File: config.mk
export PLATFORM = sky130hd
export DESIGN_NAME = euclidean_distance_unit
export DESIGN_NICKNAME = d
export VERILOG_FILES = /design/src/rtl/core/edu_pkg.sv /design/src/rtl/core/euclidean_distance_unit.sv /design/src/rtl/core/edu_cell.sv /design/src/rtl/core/edu_sos.sv
export VERILOG_INCLUDE_DIRS = /design/src /design/src/rtl/core
export SDC_FILE = /design/constraint.sdc
export NUM_CORES = 2
export LEC_CHECK = 0
export ABC_AREA = 1
export BUFFER_PORTS_ARGS = -buffer_cell sky130_fd_sc_hd__clkbuf_2
export CORE_ASPECT_RATIO = 0.5
export CORE_UTILIZATION = 35
export DETAILED_ROUTE_END_ITERATION = 7
export HOLD_SLACK_MARGIN = 0.05
export PLACE_DENSITY = 0.59
export SYNTH_ARGS = -nofsm -noshare
export SYNTH_HDL_FRONTEND = slang
export SYNTH_SLANG_ARGS = --single-unit
File: constraint.sdc
create_clock -name clock -period 72.9 [get_ports clock]
set_input_delay 7.29 -clock clock [delete_from_list [all_inputs] [get_ports clock]]
set_output_delay 7.29 -clock clock [all_outputs]
set_load 0.1 [all_outputs]
File: src/rtl/core/euclidean_distance_unit_macros.svh
// Assertion macros shared by the Euclidean distance unit RTL.
`ifndef EUCLIDEAN_DISTANCE_UNIT_MACROS_SVH
`define EUCLIDEAN_DISTANCE_UNIT_MACROS_SVH
`ifndef SYNTHESIS
// Same-cycle implication check.
`define EDU_ASSERT_SAME(lbl, clk, rst, ante, cons) \
   lbl: assert property (@(posedge clk) disable iff (rst) (ante) |-> (cons)) \
      else $error("euclidean distance unit: check failed");
// Next-cycle implication check.
`define EDU_ASSERT_NEXT(lbl, clk, rst, ante, cons) \
   lbl: assert property (@(posedge clk) disable iff (rst) (ante) |=> (cons)) \
      else $error("euclidean distance unit: check failed");
`else
`define EDU_ASSERT_SAME(lbl, clk, rst, ante, cons)
`define EDU_ASSERT_NEXT(lbl, clk, rst, ante, cons)
`endif
`endif

File: src/rtl/core/edu_pkg.sv
// Shared widths, constants and the square-root cell record for the distance unit.
`default_nettype none
package edu_pkg;
   localparam int ACC_W  = 48;
   localparam int ROOT_W = 24;
   localparam int REM_W  = ROOT_W + 2;

   localparam logic [ACC_W-1:0] ACC_MAX = {ACC_W{1'b1}};

   // One square-root stage: remaining radicand, partial remainder and root
   typedef struct packed {
      logic              valid;
      logic              sat;
      logic [ACC_W-1:0]  rad;
      logic [REM_W-1:0]  rem;
      logic [ROOT_W-1:0] root;
   } edu_cell_type;
endpackage
`default_nettype wire

File: src/rtl/core/euclidean_distance_unit.sv
// Euclidean distance unit: top level with sum-of-squares front end and root cell chain.
//
// Usage:
//   Requests arrive on req_* one dimension each: both points' signed Q8.8
//   coordinates and req_last_dim on the final dimension of a point pair.
//   A request is taken when req_valid is high and req_stall is low.
//   On each last dimension one response leaves on rsp_*: the floor square
//   root of the summed squared differences (unsigned Q16.8) and a flag that
//   the 48-bit sum saturated within the pair. Other requests give no response.
// Timing:
//   One request per cycle is taken while the response side flows. A response
//   leaves after its last request passes three front-end stages (difference,
//   square, accumulate) and a chain of 24 root cells, one root bit per cell.
// Reset and stall:
//   Synchronous reset empties the pipeline and clears the sum. While a
//   response is held by rsp_stall the whole pipeline freezes and req_stall
//   is raised, so nothing is lost.
`default_nettype none
`include "euclidean_distance_unit_macros.svh"
module euclidean_distance_unit
   import edu_pkg::*;
#(
   parameter int COORD_WIDTH = 16
) (
   input  wire logic                   clock,
   input  wire logic                   reset,
   input  wire logic                   req_valid,
   output logic                        req_stall,
   input  wire logic [COORD_WIDTH-1:0] req_this_coord,
   input  wire logic [COORD_WIDTH-1:0] req_other_coord,
   input  wire logic                   req_last_dim,
   output logic                        rsp_valid,
   input  wire logic                   rsp_stall,
   output logic [ROOT_W-1:0]           rsp_distance,
   output logic                        rsp_saturated
);
   edu_cell_type link [ROOT_W+1];
   logic         en;

   // Freeze everything while a finished response waits
   assign en        = !(link[ROOT_W].valid && rsp_stall);
   assign req_stall = !en;

   edu_sos #(
      .COORD_WIDTH (COORD_WIDTH)
   ) u_sos (
      .clock       (clock),
      .reset       (reset),
      .en          (en),
      .req_valid   (req_valid),
      .this_coord  (req_this_coord),
      .other_coord (req_other_coord),
      .last_dim    (req_last_dim),
      .launch      (link[0])
   );

   // Chain of root cells, one result bit each
   for (genvar i = 0; i < ROOT_W; i++) begin : g_cell
      edu_cell u_cell (
         .clock  (clock),
         .reset  (reset),
         .en     (en),
         .cell_i (link[i]),
         .cell_o (link[i+1])
      );
   end

   assign rsp_valid     = link[ROOT_W].valid;
   assign rsp_distance  = link[ROOT_W].root;
   assign rsp_saturated = link[ROOT_W].sat;

   // A saturated pair reports the full-scale distance
   `EDU_ASSERT_SAME(a_sat_dist, clock, reset, rsp_valid && rsp_saturated, rsp_distance == {ROOT_W{1'b1}})
endmodule
`default_nettype wire

File: src/rtl/core/edu_cell.sv
// One square-root cell: resolves a single root bit and hands the result onward.
`default_nettype none
`include "euclidean_distance_unit_macros.svh"
module edu_cell
   import edu_pkg::*;
(
   input  wire logic         clock,
   input  wire logic         reset,
   input  wire logic         en,
   input  wire edu_cell_type cell_i,
   output edu_cell_type      cell_o
);
   edu_cell_type cell_ff;
   edu_cell_type cell_in;

   logic [REM_W+1:0] rem_sh;
   logic [REM_W+1:0] trial;
   logic [REM_W+1:0] diff;

   // Bring down the next two radicand bits and try the next root bit
   always_comb begin
      rem_sh = {cell_i.rem, cell_i.rad[ACC_W-1 -: 2]};
      trial  = {2'b00, cell_i.root, 2'b01};
      diff   = rem_sh - trial;
      cell_in       = cell_i;
      cell_in.rad   = {cell_i.rad[ACC_W-3:0], 2'b00};
      if (rem_sh >= trial) begin
         cell_in.rem  = diff[REM_W-1:0];
         cell_in.root = {cell_i.root[ROOT_W-2:0], 1'b1};
      end else begin
         cell_in.rem  = rem_sh[REM_W-1:0];
         cell_in.root = {cell_i.root[ROOT_W-2:0], 1'b0};
      end
   end

   // Advance the cell when the chain moves
   always_ff @(posedge clock) begin
      if (reset) begin
         cell_ff.valid <= 1'b0;
      end else if (en) begin
         cell_ff <= cell_in;
      end
   end

   assign cell_o = cell_ff;

   // Remainder never exceeds twice the partial root
   `EDU_ASSERT_SAME(a_rem_bound, clock, reset, cell_ff.valid, cell_ff.rem <= {1'b0, cell_ff.root, 1'b0})
endmodule
`default_nettype wire

File: src/rtl/core/edu_sos.sv
// Front end: coordinate difference, square and saturating sum of squares.
`default_nettype none
`include "euclidean_distance_unit_macros.svh"
module edu_sos
   import edu_pkg::*;
#(
   parameter int COORD_WIDTH = 16
) (
   input  wire logic                   clock,
   input  wire logic                   reset,
   input  wire logic                   en,
   input  wire logic                   req_valid,
   input  wire logic [COORD_WIDTH-1:0] this_coord,
   input  wire logic [COORD_WIDTH-1:0] other_coord,
   input  wire logic                   last_dim,
   output edu_cell_type                launch
);
   localparam int MAG_W = COORD_WIDTH + 1;
   localparam int SQ_W  = 2 * MAG_W;
   localparam int SUM_W = ((SQ_W > ACC_W) ? SQ_W : ACC_W) + 1;

   logic             v1_ff, last1_ff;
   logic [MAG_W-1:0] mag_ff, mag_in;
   logic             v2_ff, last2_ff;
   logic [SQ_W-1:0]  sq_ff;
   logic [ACC_W-1:0] acc_ff, acc_in;
   logic             ovf_ff, ovf_in;
   edu_cell_type     launch_ff, launch_in;

   logic [MAG_W-1:0] d;
   logic [SUM_W-1:0] sum;
   logic [ACC_W-1:0] acc_upd;
   logic             ovf_upd;

   // Magnitude of the coordinate difference
   always_comb begin
      d      = {this_coord[COORD_WIDTH-1], this_coord}
             - {other_coord[COORD_WIDTH-1], other_coord};
      mag_in = d[MAG_W-1] ? (~d + MAG_W'(1)) : d;
   end

   // Add the square, saturate, and launch the root on the last dimension
   always_comb begin
      sum     = SUM_W'(acc_ff) + SUM_W'(sq_ff);
      ovf_upd = ovf_ff;
      acc_upd = acc_ff;
      if (sum > SUM_W'(ACC_MAX)) begin
         acc_upd = ACC_MAX;
         ovf_upd = 1'b1;
      end else begin
         acc_upd = sum[ACC_W-1:0];
      end
      acc_in          = acc_ff;
      ovf_in          = ovf_ff;
      launch_in       = '0;
      launch_in.rad   = acc_upd;
      launch_in.sat   = ovf_upd;
      launch_in.valid = v2_ff && last2_ff;
      if (v2_ff) begin
         if (last2_ff) begin
            acc_in = '0;
            ovf_in = 1'b0;
         end else begin
            acc_in = acc_upd;
            ovf_in = ovf_upd;
         end
      end
   end

   // Advance the front-end stages
   always_ff @(posedge clock) begin
      if (reset) begin
         v1_ff           <= 1'b0;
         v2_ff           <= 1'b0;
         acc_ff          <= '0;
         ovf_ff          <= 1'b0;
         launch_ff.valid <= 1'b0;
      end else if (en) begin
         v1_ff     <= req_valid;
         v2_ff     <= v1_ff;
         acc_ff    <= acc_in;
         ovf_ff    <= ovf_in;
         launch_ff <= launch_in;
      end
   end

   // Hold the payload stages with the chain
   always_ff @(posedge clock) begin
      if (en) begin
         mag_ff   <= mag_in;
         last1_ff <= last_dim;
         sq_ff    <= SQ_W'(mag_ff) * SQ_W'(mag_ff);
         last2_ff <= last1_ff;
      end
   end

   assign launch = launch_ff;

   // A saturated pair pins the accumulator at full scale
   `EDU_ASSERT_SAME(a_sat_full, clock, reset, ovf_ff, acc_ff == ACC_MAX)
   // Finishing a pair clears the accumulator and the overflow flag
   `EDU_ASSERT_NEXT(a_pair_clear, clock, reset, en && v2_ff && last2_ff, (acc_ff == '0) && !ovf_ff)
endmodule
`default_nettype wire
# ---- Yosys cells after proc, flatten, opt, wreduce, memory -nomap -nowiden
# Cells that the tools add are included.
dict set report op_classes {
  addsub 26
  bitwise 3
  div_mod_pow 0
  shift 0
  mux 29
  mul 1
  eq_ne 0
  n_reduce_logical 4
  magnitude_cmp 25
}
# operator count
set op_table {}
lappend op_table {{50-bit two-way mux} 22}
lappend op_table {{28-bit by 26-bit >= comparator with 1-bit output} 23}
lappend op_table {{26-bit subtractor} 22}
lappend op_table {{48-bit two-way mux} 2}
lappend op_table {{48-bit by 34-bit adder with 49-bit output} 1}
lappend op_table {{49-bit by 48-bit > comparator with 1-bit output, second input constant} 1}
lappend op_table {{17-bit by 17-bit multiplier with 34-bit output} 1}
lappend op_table {{26-bit two-way mux} 1}
lappend op_table {{17-bit by 1-bit adder with 17-bit output, second input constant} 1}
lappend op_table {{17-bit inverter} 1}
lappend op_table {{16-bit by 16-bit subtractor with 17-bit output} 1}
lappend op_table {{16-bit two-way mux} 1}
lappend op_table {{2-bit AND reduction} 2}
lappend op_table {{1-bit two-way mux} 3}
lappend op_table {{2-bit by 1-bit subtractor with 3-bit output, second input constant} 1}
lappend op_table {{2-bit by 1-bit >= comparator with 1-bit output, second input constant} 1}
lappend op_table {{1-bit logical AND} 2}
lappend op_table {{1-bit inverter} 2}
dict set report totals {
  input_bits 37
  rom_bits 0
  register_bits 1905
  wordCells 219
  n_memories 0
  out_inout_bits 27
  latchBits 0
  ramBits 0
}

# ---- Logic depth before layout (Yosys ltp)
dict set report logic_depth {
  depth_word 4
  mapped_depth 27
  mapped_depth_nobuf 25
}

# ---- Modules after synthesis
# From an unflattened synthesis, not the netlist that was laid out.
dict set report hier_totals {
  hier_cells 17072
  hier_area_um2 149363.3
}
# module cells_per_inst seq_area_each_um2 area_each_um2 n_inst
set modules_own_cells {}
lappend modules_own_cells {edu_cell 606 2932.8 5424.0 24}
lappend modules_own_cells {edu_sos 2526 4073.9 19178.4 1}
lappend modules_own_cells {euclidean_distance_unit 2 0.0 10.0 1}

# ---- Worst setup path after synthesis
# Ideal clock, no wire load.
dict set report synth_path {
  kind {in2reg}
  from {input port rsp_stall}
  to {register g_cell[0].u_cell.cell_ff (netlist bit g_cell[0].u_cell.cell_o[0]), enable pin}
  stages 5
  t_required_ns 69.527
  arrival_ns 70.098
  path_buffers 2
  setup_time_ns 3.373
  path_slack_ns -0.571
  cell_sequence {nand2_1 > clkbuf_1 > inv_1 > clkbuf_1 > nor2_1}
}
dict set report synth_between {
  elab_chain_cells 3
}
# element line
set synth_rtl {}
lappend synth_rtl {{from (decl)} euclidean_distance_unit.sv:33} ;# input wire logic rsp_stall,
lappend synth_rtl {{1-bit logical AND} euclidean_distance_unit.sv:41} ;# assign en = !(link[ROOT_W].valid && rsp_stall);
lappend synth_rtl {{net req_stall} euclidean_distance_unit.sv:28} ;# output logic req_stall,
lappend synth_rtl {{1-bit inverter (no line)} n/a}
lappend synth_rtl {{2-bit AND reduction (no line)} n/a}
lappend synth_rtl {{to (signal assigned)} edu_cell.sv:41} ;# cell_ff <= cell_in;
lappend synth_rtl {{to (decl)} edu_cell.sv:13} ;# edu_cell_type cell_ff;
# The timed path passes the listed nets, and every way through them passes these cells.
# A chain may end at the register's enable or synchronous reset.

# ---- Worst setup path in the final report
dict set report layout_path {
  from {input port rsp_stall}
  to {output port req_stall}
}
dict set report layout_between {
  elab_chain_cells 1
}
# element line
set layout_rtl {}
lappend layout_rtl {{1-bit logical AND} euclidean_distance_unit.sv:41}
lappend layout_rtl {{to (decl)} euclidean_distance_unit.sv:28}
# No other way between the ends.

==> results.sh <==
export IMPL_synth_area_leaders="edfxtp_1 (50%), nand2_1 (8.8%), ha_1 (6.6%)"
export IMPL_initial_utilization_pct=35.4
export IMPL_wirelength_um=211000
export IMPL_post_cts_resized=0
export IMPL_h_tree_depth=4
export IMPL_drcViolationCount=0
export IMPL_ant_nets=0
export IMPL_cp_endpoint="req_stall"
export IMPL_antenna_cells=0
export IMPL_place_congestion=0.951
export IMPL_r2r_slack_ns=66.28
export IMPL_worstMarginPinSlew_ns=1.13
export IMPL_synth_commonest_cells="nand2_1 (2168), inv_1 (1552), edfxtp_1 (1540)"
export IMPL_cts_tree="built"
export IMPL_cts_buffer_depth=4
export IMPL_coreArea_um2=261000
export IMPL_fin_nets=10500
export IMPL_yosysSeqAreaShare_pct=51.7
export IMPL_fp_dieH_um=365
export IMPL_syn_area_um2=92300
export IMPL_postCtsSetupBuffers=0
export IMPL_yosys_warnings=0
export IMPL_yosysUniqueCellTypes=71
export IMPL_synthToLayoutAreaGrowth_pct=10.1
export IMPL_final_cell_area_um2=102000
export IMPL_dieWidth_um=728
export IMPL_grt_use_total_pct=15.8
export IMPL_drive_gt1_share_pct=6.60
export IMPL_rows=132
export IMPL_max_freq_mhz=63.9
export IMPL_dpl_instance_area_um2=96500
export IMPL_worstHoldPathType="flop to flop"
export IMPL_synth_edf_count=1540
export IMPL_clkTransAtPathRegs_ns=0.06
export IMPL_skew_ns=0.0879
export IMPL_arrival_ns=8.35
export IMPL_clk_insertion_delay_late_ns=0.83
export IMPL_cap_violations=0
export IMPL_yosys_area_top_type="edfxtp_1"
export IMPL_dpl_cell_count=13100
export IMPL_hold_buffers=0
export IMPL_grt_pass1_vias=63800
export IMPL_ys_async_sr_fraction_pct=0
export IMPL_clock_sinks=1616
export IMPL_final_cells=13400
export IMPL_wl_per_cell_um=15.8
export IMPL_synth_ff_type="edfxtp_1"
export IMPL_ios=64
export IMPL_timing_rr_end="g_cell[22].u_cell.cell_o[38]"
export IMPL_grt_overflow_total=0
export IMPL_min_period_over_period_pct=21.5
export IMPL_yosysMostFrequentCell="nand2_1"
export IMPL_slew_headroom_pct=24.4
export IMPL_setup_viol=0
export IMPL_numPortBuffers=63
export IMPL_final_max_slew_viol_count=0
export IMPL_synth_top_cell_area_share_pct=50.1
export IMPL_rsz0062_at_grt="no"
export IMPL_crit_path_max_fanout=29
export IMPL_fin_util_pct=39.0
export IMPL_dp_hpwl_um=163000
export IMPL_routed_via_density=4.72
export IMPL_r2r_start="g_cell[23].u_cell.cell_o[99]"
export IMPL_cp_required_ns=65.61
export IMPL_hold_viol=0
export IMPL_antenna_found_initial=1
export IMPL_drtIter0Drc=3880
export IMPL_grt_max_degree=206
export IMPL_numCtsBuffers=164
export IMPL_synth_seq_cells=1616
export IMPL_status="finished, final reports clean"
export IMPL_grt_pass1_wl_um=337000
export IMPL_cts_root_buf="clkbuf_16"
export IMPL_fin_tns_setup_ns=0
export IMPL_die_area_um2=266000
export IMPL_crit_start="rsp_stall"
export IMPL_vias=63100
export IMPL_firstDrtPassIters=6
export IMPL_syn_nets=10400
export IMPL_r2r_cells=10
export IMPL_crit_type="input port to output port"
export IMPL_min_period_ns=15.64
export IMPL_synth_cells=9645
export IMPL_syn_avg_cell_area_um2=9.57
export IMPL_cp_start_kind="input port"
export IMPL_end_kind="output port"
-- placed cells by master, fill, tap and decap left out, types with 27 or more instances in the layout --
cell          n
a21oi_1     478
nand3b_1     27
nand4_1     125
ha_1        486
o21ai_0     414
buf_4        35
a21oi_2      43
dfxtp_1      76
fa_1        193
edfxtp_1   1540
xor2_1      240
nand2_1    2167
nor2_1      851
nand2_4      30
o21bai_1     49
a21o_1       48
inv_1      1552
o21ai_1      51
xnor2_1     198
nand3_1     402
clkbuf_2     63
o21ai_2      59
nand2_2      31
clkbuf_16   167
or2_2        83
nor4_1       38
nor3_1      113
-- worst min path at each step --
stage,from,endpoint,slack (ns),cells past startpoint
after floorplan,u_sos.launch[50],g_cell[0].u_cell.cell_o[52],0.40,0
after global placement,g_cell[4].u_cell.cell_o[60],g_cell[5].u_cell.cell_o[62],0.40,0
after detailed placement,u_sos.launch[51],g_cell[0].u_cell.cell_o[53],0.40,0
after CTS,g_cell[3].u_cell.cell_o[88],g_cell[4].u_cell.cell_o[90],0.39,0
after global routing,g_cell[7].u_cell.cell_o[95],g_cell[8].u_cell.cell_o[97],0.40,0
final,g_cell[3].u_cell.cell_o[88],g_cell[4].u_cell.cell_o[90],0.39,0
-- registers in the layout (all words and copies together) (netlist names) --
name,count
g_cell.u_cell.cell_o,1463
u_sos.launch,50
u_sos.sq_ff,33
u_sos.last1_ff,1
u_sos.acc_ff,48
u_sos.last2_ff,1
u_sos.v2_ff,1
u_sos.v1_ff,1
u_sos.mag_ff,17
u_sos.ovf_ff,1
-- cells by family after synthesis --
| logic type | Yosys count | synth area share, % |
|---|---|---|
| and+or+nand+nor | 3949 | 18.3 |
| buffers and inverters | 1709 | 7.27 |
| DFF | 1616 | 51.7 |
| AOI/OAI and AO/OA | 1252 | 7.79 |
| adders and majority gates | 679 | 10.8 |
| xor gates and xnor gates | 438 | 4.16 |
| other | 1 | 0.00406 |
| muxes | 1 | 0.0122 |
-- routing by layer --
metal	routed length, µm	global-route usage [%]	vias to the layer above
met3	7130	2.03	477
met2	105000	29.1	1147
li1	-	-	32200
met4	9910	6.91	2
met1	89000	18.4	29300
met5	10	0	-
-- through the flow --
step	hold slack, ns	worst slack, ns
finish	0.388	57.26
global placement	0.400	57.28
floorplan	0.400	24.89
global route	0.399	57.14
detailed placement	0.405	57.26
CTS	0.385	57.26
-- critical path, cell delays in order --
cell,delay (ns)
clkbuf_2,0.09
nand2_2,0.27
inv_1,0.22
clkbuf_2,0.48
-- area by class of cell --
class                   instances  area, µm²
fillers                     25700     159000
inverters                    1576       5920
flip-flops and latches       1616      47800
well taps                    3484       4360
clock buffers                 201       4390
clock inverters                75        736
repair buffers                100        618
multi-input cells            6320      37900
Power is left out: the tool's default activity adds up to more than one toggle a clock period on the data nets, which glitch-free logic cannot reach.
